==> src/hw/rtl/btpc_pkg.sv <==
// ----------------------------------------------------------------------------
// btpc_pkg
// Shared types, constants and calibration decode for the barometric
// temperature and pressure compensation pipeline.
// ----------------------------------------------------------------------------
package btpc_pkg;

  localparam int TEMP_STAGES  = 5;
  localparam int PRESS_STAGES = 7;
  localparam int STAGES       = TEMP_STAGES + PRESS_STAGES;
  localparam int SUM_W        = 112;
  localparam int PRESS_SHIFT  = 79;

  localparam logic [1:0] CFG_CALIB_0 = 2'd0;
  localparam logic [1:0] CFG_CALIB_1 = 2'd1;
  localparam logic [1:0] CFG_CALIB_2 = 2'd2;

  localparam logic signed [23:0] TEMP_MIN  = -24'sd2949120;
  localparam logic signed [23:0] TEMP_MAX  = 24'sd5898240;
  localparam logic        [22:0] PRESS_MAX = 23'h7FFFFF;
  localparam logic signed [16:0] P_BIAS    = 17'sd16384;

  typedef logic [167:0] calib_t;

  typedef struct packed {
    logic        [15:0] t1;
    logic        [15:0] t2;
    logic signed [7:0]  t3;
    logic signed [16:0] p1;
    logic signed [16:0] p2;
    logic signed [7:0]  p3;
    logic signed [7:0]  p4;
    logic        [15:0] p5;
    logic        [15:0] p6;
    logic signed [7:0]  p7;
    logic signed [7:0]  p8;
    logic signed [15:0] p9;
    logic signed [7:0]  p10;
    logic signed [7:0]  p11;
  } coef_t;

  function automatic coef_t decode_coef(calib_t c);
    coef_t k;
    k.t1  = c[15:0];
    k.t2  = c[31:16];
    k.t3  = signed'(c[39:32]);
    k.p1  = 17'(signed'(c[55:40])) - P_BIAS;
    k.p2  = 17'(signed'(c[71:56])) - P_BIAS;
    k.p3  = signed'(c[79:72]);
    k.p4  = signed'(c[87:80]);
    k.p5  = c[103:88];
    k.p6  = c[119:104];
    k.p7  = signed'(c[127:120]);
    k.p8  = signed'(c[135:128]);
    k.p9  = signed'(c[151:136]);
    k.p10 = signed'(c[159:152]);
    k.p11 = signed'(c[167:160]);
    return k;
  endfunction

endpackage

==> src/hw/rtl/btpc_ctrl.sv <==
// ----------------------------------------------------------------------------
// btpc_ctrl
// Valid bits and per-stage load enables; empty stages fill while the
// output stage is stalled.
// ----------------------------------------------------------------------------
module btpc_ctrl (
  input  logic                         clk,
  input  logic                         rst,
  input  logic                         in_valid,
  output logic                         in_ready,
  output logic                         out_valid,
  input  logic                         out_ready,
  output logic [btpc_pkg::STAGES-1:0]  en
);

  localparam int S = btpc_pkg::STAGES;

  logic [S-1:0] v;
  logic [S-1:0] v_next;
  logic [S-1:0] prev;

  always_comb begin
    en[S-1] = !v[S-1] || out_ready;
    for (int i = S - 2; i >= 0; i--) begin
      en[i] = !v[i] || en[i+1];
    end
    prev = {v[S-2:0], in_valid};
    for (int i = 0; i < S; i++) begin
      v_next[i] = en[i] ? prev[i] : v[i];
    end
  end

  always_ff @(posedge clk) begin
    if (rst) begin
      v <= '0;
    end else begin
      v <= v_next;
    end
  end

  assign in_ready  = en[0];
  assign out_valid = v[S-1];

  a_stall_hold: assert property (@(posedge clk) disable iff (rst)
    (out_valid && !out_ready) |=> out_valid)
    else $error("result lost under stall");

  a_full_only: assert property (@(posedge clk) disable iff (rst)
    !in_ready |-> (&v))
    else $error("input blocked with an empty stage");

  a_enter: assert property (@(posedge clk) disable iff (rst)
    (in_valid && in_ready) |=> v[0])
    else $error("accepted transfer not captured");

endmodule

==> config.mk <==
export PLATFORM = sky130hd
export DESIGN_NAME = btpc_ctrl
export DESIGN_NICKNAME = d
export VERILOG_FILES = /design/src/hw/rtl/btpc_pkg.sv /design/src/hw/rtl/btpc_ctrl.sv
export SDC_FILE = /design/constraint.sdc
export NUM_CORES = 1
export LEC_CHECK = 0
export BUFFER_PORTS_ARGS = -buffer_cell sky130_fd_sc_hd__buf_2
export CAP_MARGIN = 10
export CELL_PAD_IN_SITES_DETAIL_PLACEMENT = 1
export CELL_PAD_IN_SITES_GLOBAL_PLACEMENT = 1
export CORE_MARGIN = 4
export CORE_UTILIZATION = 34
export DETAILED_ROUTE_END_ITERATION = 10
export PLACE_DENSITY_LB_ADDON = 0.1
export SLEW_MARGIN = 20
export SYNTH_ARGS = -nofsm -noshare
export SYNTH_HDL_FRONTEND = slang
export SYNTH_SLANG_ARGS = --single-unit
==> constraint.sdc <==
create_clock -name clk -period 4.4 [get_ports clk]
set_input_delay 0.88 -clock clk [delete_from_list [all_inputs] [get_ports clk]]
set_output_delay 0.88 -clock clk [all_outputs]
set_load 0.02 [all_outputs]
==> metrics.cfg <==
[status]
status=finished, final reports clean

[worst_setup_path]
worst_ep_required_time_ns=3.52
worstPathMaxFanout=7
critPathCaptureType=primary output
cp-start-kind=input pin
cp_slowest_cell=nor4b_4
crit_path_frequent_cell=buf_2
reg2reg_depth=4
crit_path_max_incr_delay_ns=0.37
rr_startpoint=v[10]$_SDFFE_PP0P_
r2r_setup_slack_ns=3.03
crit_chain=buf_2 > nand4b_4 > nor4b_4 > nand4_1 > buf_2
cp.arrival_ns=1.93
reg2reg_to=v[0]$_SDFFE_PP0P_
crit_type=input pin to primary output

[floorplanning]
ios=18
std_cell_rows=13
start_util=0.362
core_area_sq_mm=0.00130
die_area_sq_mm=0.00204
die_width_microns=45.2
die_height_microns=45.2

[clocking]
cts_num_sinks=12
clockBufferDepth=2
cts_resized=0
root_buffer=clkbuf_4
cts-htree-levels=1
hold_buffers=0
clk_pin_slew_worst_paths_ns=0.07
insertion_delay_ns=0.26
cts_made_buffers=3
postCtsSetupRepairBufs=0
cts_tree=built

[global_route]
grt_overflow=0
grt_pass1_wl_microns=1640
first_global_vias=396
grt_max_degree=13
grt_antenna_before_repair=0
track_usage=0.113

[route]
wl_microns=896
first_pass_iters=2
antenna_left=0
drc=0
vias=398
via_per_inst=4.47
wire_per_inst_microns=10.1
drt_first_iter_violations=1

[timing]
rsz0062_at_grt=no
layout_setup_ws_ns=1.59
setup_tns_ns=0
slew_viol_final=0
finClkSkew_ns=0.00471
timing_hold_violations_final=0
finalCriticalPeriod_ns=2.81
finalSetupViolations=0
relSlewSlack=0.756
clock.fmax_mhz=356
period_share=0.638
worst_slew_pin_slew_ns=0.365

[synthesis]
post_synth.cell_area_avg_sq_um=8.40
yosys_warnings=0
yosysUniqueCellTypes=13
yosysTopAreaCell=dfxtp_1
ys_seq_area_frac=0.511
ys_seq_elements=12
synthesis.nets=60
ys_top_cells_by_area=dfxtp_1 51%, a21oi_1 9.6%, inv_1 8.8%, nor2_1 7.2%, nand4b_4 5.1%
syn_area_sq_um=470
synthCells=56
synth_top_area_frac=0.511

[layout]
layout-drive-gt1-share=0.297
final_cell_mix=17 x buf_2, 12 x dfxtp_1, 11 x inv_1, 9 x nor2_1, 9 x a21oi_1
reg.largest.list=v x12
layout_commonest_cell=buf_2
largest_reg_flops=12
top_register=v
area_growth_pct=24.5
n_antenna_cell=0
stdcell_area_sq_um=586
fin_nets=80
fin_util=0.450
stdcell_count=89

[pwr]
ir_worst_vdd_mv=0.161
cellPowerDensity_mw_per_mm2=305
cellLeakagePower_uw=0.000269

[placement]
globalplace.congestion=0.665
dpl_cell_area_sq_um=563
placed_cells=86
io_buffers=17
hpwl_microns=739
pre_cts_ws_ns=1.56

[job]
cap_violations=0

[min_path]
hold_start=v[5]$_SDFFE_PP0P_
hold_depth=2
holdCritPathClass=flop to flop
hold_end=v[6]$_SDFFE_PP0P_

-- where the power goes --
group	leakage, uW	internal, uW	switching [uW]
logic	0.000158	2.09	2.74
clock network	0.0000138	31.6	31.2
registers	0.0000972	110	0.790
-- synth_stat cells (all sizes together) --
master,count
nor2b,1
dfxtp,12
inv,11
clkbuf,1
nand4b,1
nand3,2
nand4,1
and3,1
a21oi,9
nor4b,1
nor2,9
buf,1
nand2,6
-- stage by stage --
stage / power (uW) / hold WS (ns)
after floorplan: 116 / 0.421
after global placement: 118 / 0.436
after detailed placement: 118 / 0.435
after CTS: 184 / 0.437
after global routing: 189 / 0.483
final: 178 / 0.436
-- routing by layer --
layer / up-vias / track usage / routed length [microns]
met3: 0 / 0.0637 / 85
met5: - / 0 / 0
li1: 211 / - / -
met4: 0 / 0.0351 / 0
met1: 175 / 0.128 / 375
met2: 12 / 0.178 / 435
-- how the worst max path moves through the flow --
stage	slack [ns]	end	cells past startpoint	start
floorplan	1.44	en[0]	4	out_ready
global placement	1.59	in_ready	5	out_ready
detailed placement	1.56	in_ready	5	out_ready
CTS	1.56	in_ready	5	out_ready
global route	1.44	in_ready	5	out_ready
finish	1.59	in_ready	5	out_ready
-- kinds of logic after synthesis --
group           share of synthesized area
compound gates                     0.0957
buf+inv                             0.112
flops                               0.511
simple gates                        0.282
-- worst max-delay path, delay by kind of cell --
kind	cells	cell delay, ns
buffers and inverters	2	0.30
and+or+nand+nor	3	0.75
-- layout make-up --
cell class	count	area, sq um
Fill cell	177	716
Clock buffer	3	22.5
Timing Repair Buffer	17	85.1
Inverter	11	41.3
Tap cell	15	18.8
Sequential cell	12	240
Multi-Input combinational cell	31	178
(Power assumes the default switching activity.)
