--- config.mk ---
export PLATFORM = sky130hd
export DESIGN_NAME = btpc_temp
export DESIGN_NICKNAME = d
export VERILOG_FILES = /design/src/hw/rtl/btpc_pkg.sv /design/src/hw/rtl/btpc_temp.sv
export SDC_FILE = /design/constraint.sdc
export NUM_CORES = 2
export LEC_CHECK = 0
export BUFFER_PORTS_ARGS = -buffer_cell sky130_fd_sc_hd__buf_2
export CAP_MARGIN = 20
export CORE_ASPECT_RATIO = 1.5
export CORE_MARGIN = 2
export CORE_UTILIZATION = 34
export CTS_CLUSTER_SIZE = 40
export DETAILED_ROUTE_END_ITERATION = 8
export PLACE_DENSITY = 0.58
export SYNTH_ARGS = -nofsm -noshare
export SYNTH_HDL_FRONTEND = slang
export SYNTH_SLANG_ARGS = --single-unit
export TNS_END_PERCENT = 5
--- constraint.sdc ---
create_clock -name clk -period 10.9 [get_ports clk]
set_input_delay 1.09 -clock clk [delete_from_list [all_inputs] [get_ports clk]]
set_output_delay 1.09 -clock clk [all_outputs]
set_load 0.03 [all_outputs]
--- src/hw/rtl/btpc_pkg.sv ---
// ----------------------------------------------------------------------------
// btpc_pkg
// Shared types, constants and calibration decode for the barometric
// temperature and pressure compensation pipeline.
// ----------------------------------------------------------------------------
package btpc_pkg;

  localparam int TEMP_STAGES  = 5;
  localparam int PRESS_STAGES = 7;
  localparam int STAGES       = TEMP_STAGES + PRESS_STAGES;
  localparam int SUM_W        = 112;
  localparam int PRESS_SHIFT  = 79;

  localparam logic [1:0] CFG_CALIB_0 = 2'd0;
  localparam logic [1:0] CFG_CALIB_1 = 2'd1;
  localparam logic [1:0] CFG_CALIB_2 = 2'd2;

  localparam logic signed [23:0] TEMP_MIN  = -24'sd2949120;
  localparam logic signed [23:0] TEMP_MAX  = 24'sd5898240;
  localparam logic        [22:0] PRESS_MAX = 23'h7FFFFF;
  localparam logic signed [16:0] P_BIAS    = 17'sd16384;

  typedef logic [167:0] calib_t;

  typedef struct packed {
    logic        [15:0] t1;
    logic        [15:0] t2;
    logic signed [7:0]  t3;
    logic signed [16:0] p1;
    logic signed [16:0] p2;
    logic signed [7:0]  p3;
    logic signed [7:0]  p4;
    logic        [15:0] p5;
    logic        [15:0] p6;
    logic signed [7:0]  p7;
    logic signed [7:0]  p8;
    logic signed [15:0] p9;
    logic signed [7:0]  p10;
    logic signed [7:0]  p11;
  } coef_t;

  function automatic coef_t decode_coef(calib_t c);
    coef_t k;
    k.t1  = c[15:0];
    k.t2  = c[31:16];
    k.t3  = signed'(c[39:32]);
    k.p1  = 17'(signed'(c[55:40])) - P_BIAS;
    k.p2  = 17'(signed'(c[71:56])) - P_BIAS;
    k.p3  = signed'(c[79:72]);
    k.p4  = signed'(c[87:80]);
    k.p5  = c[103:88];
    k.p6  = c[119:104];
    k.p7  = signed'(c[127:120]);
    k.p8  = signed'(c[135:128]);
    k.p9  = signed'(c[151:136]);
    k.p10 = signed'(c[159:152]);
    k.p11 = signed'(c[167:160]);
    return k;
  endfunction

endpackage

--- src/hw/rtl/btpc_temp.sv ---
// ----------------------------------------------------------------------------
// btpc_temp
// Five-stage temperature trim: offset, products, quadratic term, sum,
// truncate toward zero and saturate.
// ----------------------------------------------------------------------------
module btpc_temp (
  input  logic                              clk,
  input  logic [btpc_pkg::TEMP_STAGES-1:0]  en,
  input  btpc_pkg::coef_t                   coef,
  input  logic [23:0]                       raw_pressure,
  input  logic [23:0]                       raw_temperature,
  input  logic [1:0]                        sensor_select,
  output logic signed [23:0]                temp,
  output logic [23:0]                       press_raw,
  output logic [1:0]                        sel
);

  logic signed [24:0] d1;
  logic [23:0]        u1, u2, u3, u4;
  logic [1:0]         s1, s2, s3, s4;
  logic signed [41:0] m2, m3;
  logic [47:0]        sq2;
  logic signed [56:0] q3;
  logic signed [60:0] num4;

  logic signed [24:0] d_next;
  logic signed [41:0] m_next;
  logic signed [49:0] sq_full;
  logic signed [56:0] q_next;
  logic signed [60:0] num_next;
  logic [60:0]        bias;
  logic [60:0]        biased;
  logic signed [28:0] tq;
  logic signed [23:0] temp_next;

  always_comb begin
    d_next   = signed'({1'b0, raw_temperature}) - signed'({1'b0, coef.t1, 8'h00});
    m_next   = 42'(d1) * 42'(signed'({1'b0, coef.t2}));
    sq_full  = 50'(d1) * 50'(d1);
    q_next   = 57'(signed'({1'b0, sq2})) * 57'(coef.t3);
    num_next = (61'(m3) <<< 18) + 61'(q3);
    bias     = num4[60] ? 61'(32'hFFFF_FFFF) : '0;
    biased   = num4 + bias;
    tq       = signed'(biased[60:32]);
    if (tq < 29'(btpc_pkg::TEMP_MIN)) begin
      temp_next = btpc_pkg::TEMP_MIN;
    end else if (tq > 29'(btpc_pkg::TEMP_MAX)) begin
      temp_next = btpc_pkg::TEMP_MAX;
    end else begin
      temp_next = tq[23:0];
    end
  end

  always_ff @(posedge clk) begin
    if (en[0]) begin
      d1 <= d_next;
      u1 <= raw_pressure;
      s1 <= sensor_select;
    end
    if (en[1]) begin
      m2  <= m_next;
      sq2 <= sq_full[47:0];
      u2  <= u1;
      s2  <= s1;
    end
    if (en[2]) begin
      m3 <= m2;
      q3 <= q_next;
      u3 <= u2;
      s3 <= s2;
    end
    if (en[3]) begin
      num4 <= num_next;
      u4   <= u3;
      s4   <= s3;
    end
    if (en[4]) begin
      temp      <= temp_next;
      press_raw <= u4;
      sel       <= s4;
    end
  end

endmodule

==> out/qor.txt <==
Clk sinks = 428
Async S/R FF share, synth = 0%
Area of the multi-input gates = 44800 sq um
CP delay by family, top = adder cells
Top cell type by total area after synthesis = fa_1
Syn Nets = 8223
Period utilisation layout = 80.2%
IO buf count = 145
DIE AREA = 192000 sq um
Post-CTS resize count = 0
Vias/cell = 4.78
CP Launch Type = flip-flop
Worst Skew = 29.6 ps
DR pass1 iterations = 5
Synth Flop Type = edfxtp_1
Number of enable flip-flop cells after synthesis = 428
Largest cells by area after synthesis = fa_1 39%, edfxtp_1 20%, ha_1 9.0%
Fmax = 114 MHz
Clk_lat worst skew = 630 ps
Fin nets = 8270
Vias = 42.2k
FF+latch area = 12900 sq um
GRT Residual Overflow = 0
Max Fanout on Critical Path = 14
Critical path buffer and inverter count = 4
Layout cells sized above 1 = 4.70%
Top cell type's share of synthesized area = 39.2%
Post-synthesis cell area = 64100 sq um
Critical-path cell list = inv_1 > nor2_1 > fa_1 > fa_1 > inv_1 > fa_1 > inv_1 > fa_1 > fa_1 > fa_1 > fa_1 > ha_1 > a21o_1 > a21o_1 > a211oi_1 > a41oi_1 > buf_4 > o211ai_1 > a21oi_1 > o21ai_1 > o21ai_0 > a221o_1 > a21oi_1 > xnor2_1
Final-layout fill cell count = 18.8k
All-Layer GR Usage = 16.6%
Drt total wl = 155000 microns
Yosys warnings = 0
Post-CTS Hold Buffers = 0
Setup TNS = 0 ps
Slew Viols, Final = 0
Worst slew pin tran = 1100 ps
Die Width = 359 microns
Final HPWL DP = 126000 microns
Max clock buf depth = 3
CORE AREA = 188000 sq um
CP required = 11280 ps
Area Overhead vs Synth = 7.99%
Mapped Avg Cell Area = 10.2 sq um
H-tree depth = 2
Initial Utilization = 34.1%
Synthesis-stage register bit count = 428
Top post-synthesis cells by count = 1520 x inv_1, 1256 x fa_1, 603 x nand2_1
Initial antenna violation count = 8
Seq/Total Area, Yosys = 20.0%
DR DRC count = 0
Vias in the first global route = 46.6k
Wire length per cell = 17.5 microns
Final Hold Viols = 0
Max-cap violations = 0
Unique masters post-synth = 79
Initial DRC count = 2114
CP max stage cell = edfxtp_1
Worst slew margin = 26.7%
Clock-pin transition on the worst setup and hold timing paths = 60 ps
CTS tree = done
Die Y = 536 microns
Crit. End Element = flip-flop
Number of buffers created by CTS = 49
Post-CTS Setup Bufs = 0
Antenna Nets Post-Route = 0
Worst stage delay on the critical path = 920 ps
Gate count of the mapped netlist = 6280
Unrepaired setup endpoints after global routing = false
Routability cong. = 0.858
Largest net degree at the start of global routing = 72
Hold crit path type = reg -> reg
Arr. time, crit path = 9110 ps
Worst path most repeated cell = fa_1
Placement Rows = 195
First-pass GRT wire length = 249000 microns
# IOs = 276
Crit Path Class = reg -> reg
R2R Setup Slk = 2160 ps
Outcome = completed
Cell with the most instances after synthesis = inv_1
Final min period = 8740 ps
# setup viols final = 0
CTS root buf = clkbuf_16
[cells in the final DEF (no fill, tap or decap), types with 52 or more instances in the layout]
cell type	n
a21o_1	97
a21oi_1	187
xnor2_1	147
inv_1	1520
nand3_1	52
fa_1	1256
and2_1	519
nand2_1	603
o21ai_0	108
edfxtp_1	428
xor2_1	62
buf_2	142
nor2_1	146
ha_1	461
nand2b_1	77
[routing by layer]
metal	vias up	wire, microns	GRT usage, %
met3	255	5160	1.85
met4	10	7070	6.94
met2	775	83100	30.9
met1	21842	59300	18.9
li1	19330	-	-
met5	-	70	0
[logic make-up after synthesis]
group / synth area share (%)
simple gates: 12.5
fa+ha+maj: 48.2
buf+inv: 10.1
flops: 20.0
mux: 0.0644
compound gates: 6.27
other cells: 0.0117
xor+xnor: 2.85
[worst register-to-register path, delay by kind of cell (launching register included)]
family / cells / cell delay, ps
AO/OA/AOI/OAI: 10 / 2810
adder cells (fa/ha/maj): 8 / 3700
XOR/XNOR: 1 / 90
AND/OR/NAND/NOR: 1 / 300
flip-flops: 1 / 920
buffers and inverters: 4 / 650
[metrics by stage]
step	worst slack [ps]	cells	hold slack [ps]	instance area, sq um	util [%]
finish	2160	8837	393	69300	36.9
global route	1750	8831	424	69200	36.9
CTS	2090	8830	399	69200	36.9
detailed placement	2110	8738	405	67600	36.0
global placement	2130	8738	401	67600	36.0
floorplan	3440	6280	400	64100	-
[state kept, by name (all words and copies together), names as in the netlist, 24 cells and up]
name,flops
m2,42
u4,24
temp,24
press_raw,24
q3,57
u1,24
sq2,47
m3,42
u3,24
num4,61
d1,25
u2,24
[final cells by class]
cell class,instances,share of cell area [%]
multi-input combinational,4139,64.7
sequential,428,18.6
inverter,1520,8.24
tap,2462,4.45
clock buffer,56,1.84
timing repair buffer,189,1.57
clock inverter,36,0.589
antenna,7,0.0253
[worst paths after layout]
path | depth (start not counted) | endpoint | startpoint
setup / recovery | 24 | sq2[47] | d1[11]
hold reg to reg | 0 | m3[8] | m2[8]
hold / removal | 0 | m3[8] | m2[8]
setup reg to reg | 24 | sq2[47] | d1[11]
Power is left out: the tool's default activity adds up to more than one toggle a clock period on the data nets, which glitch-free logic cannot reach.
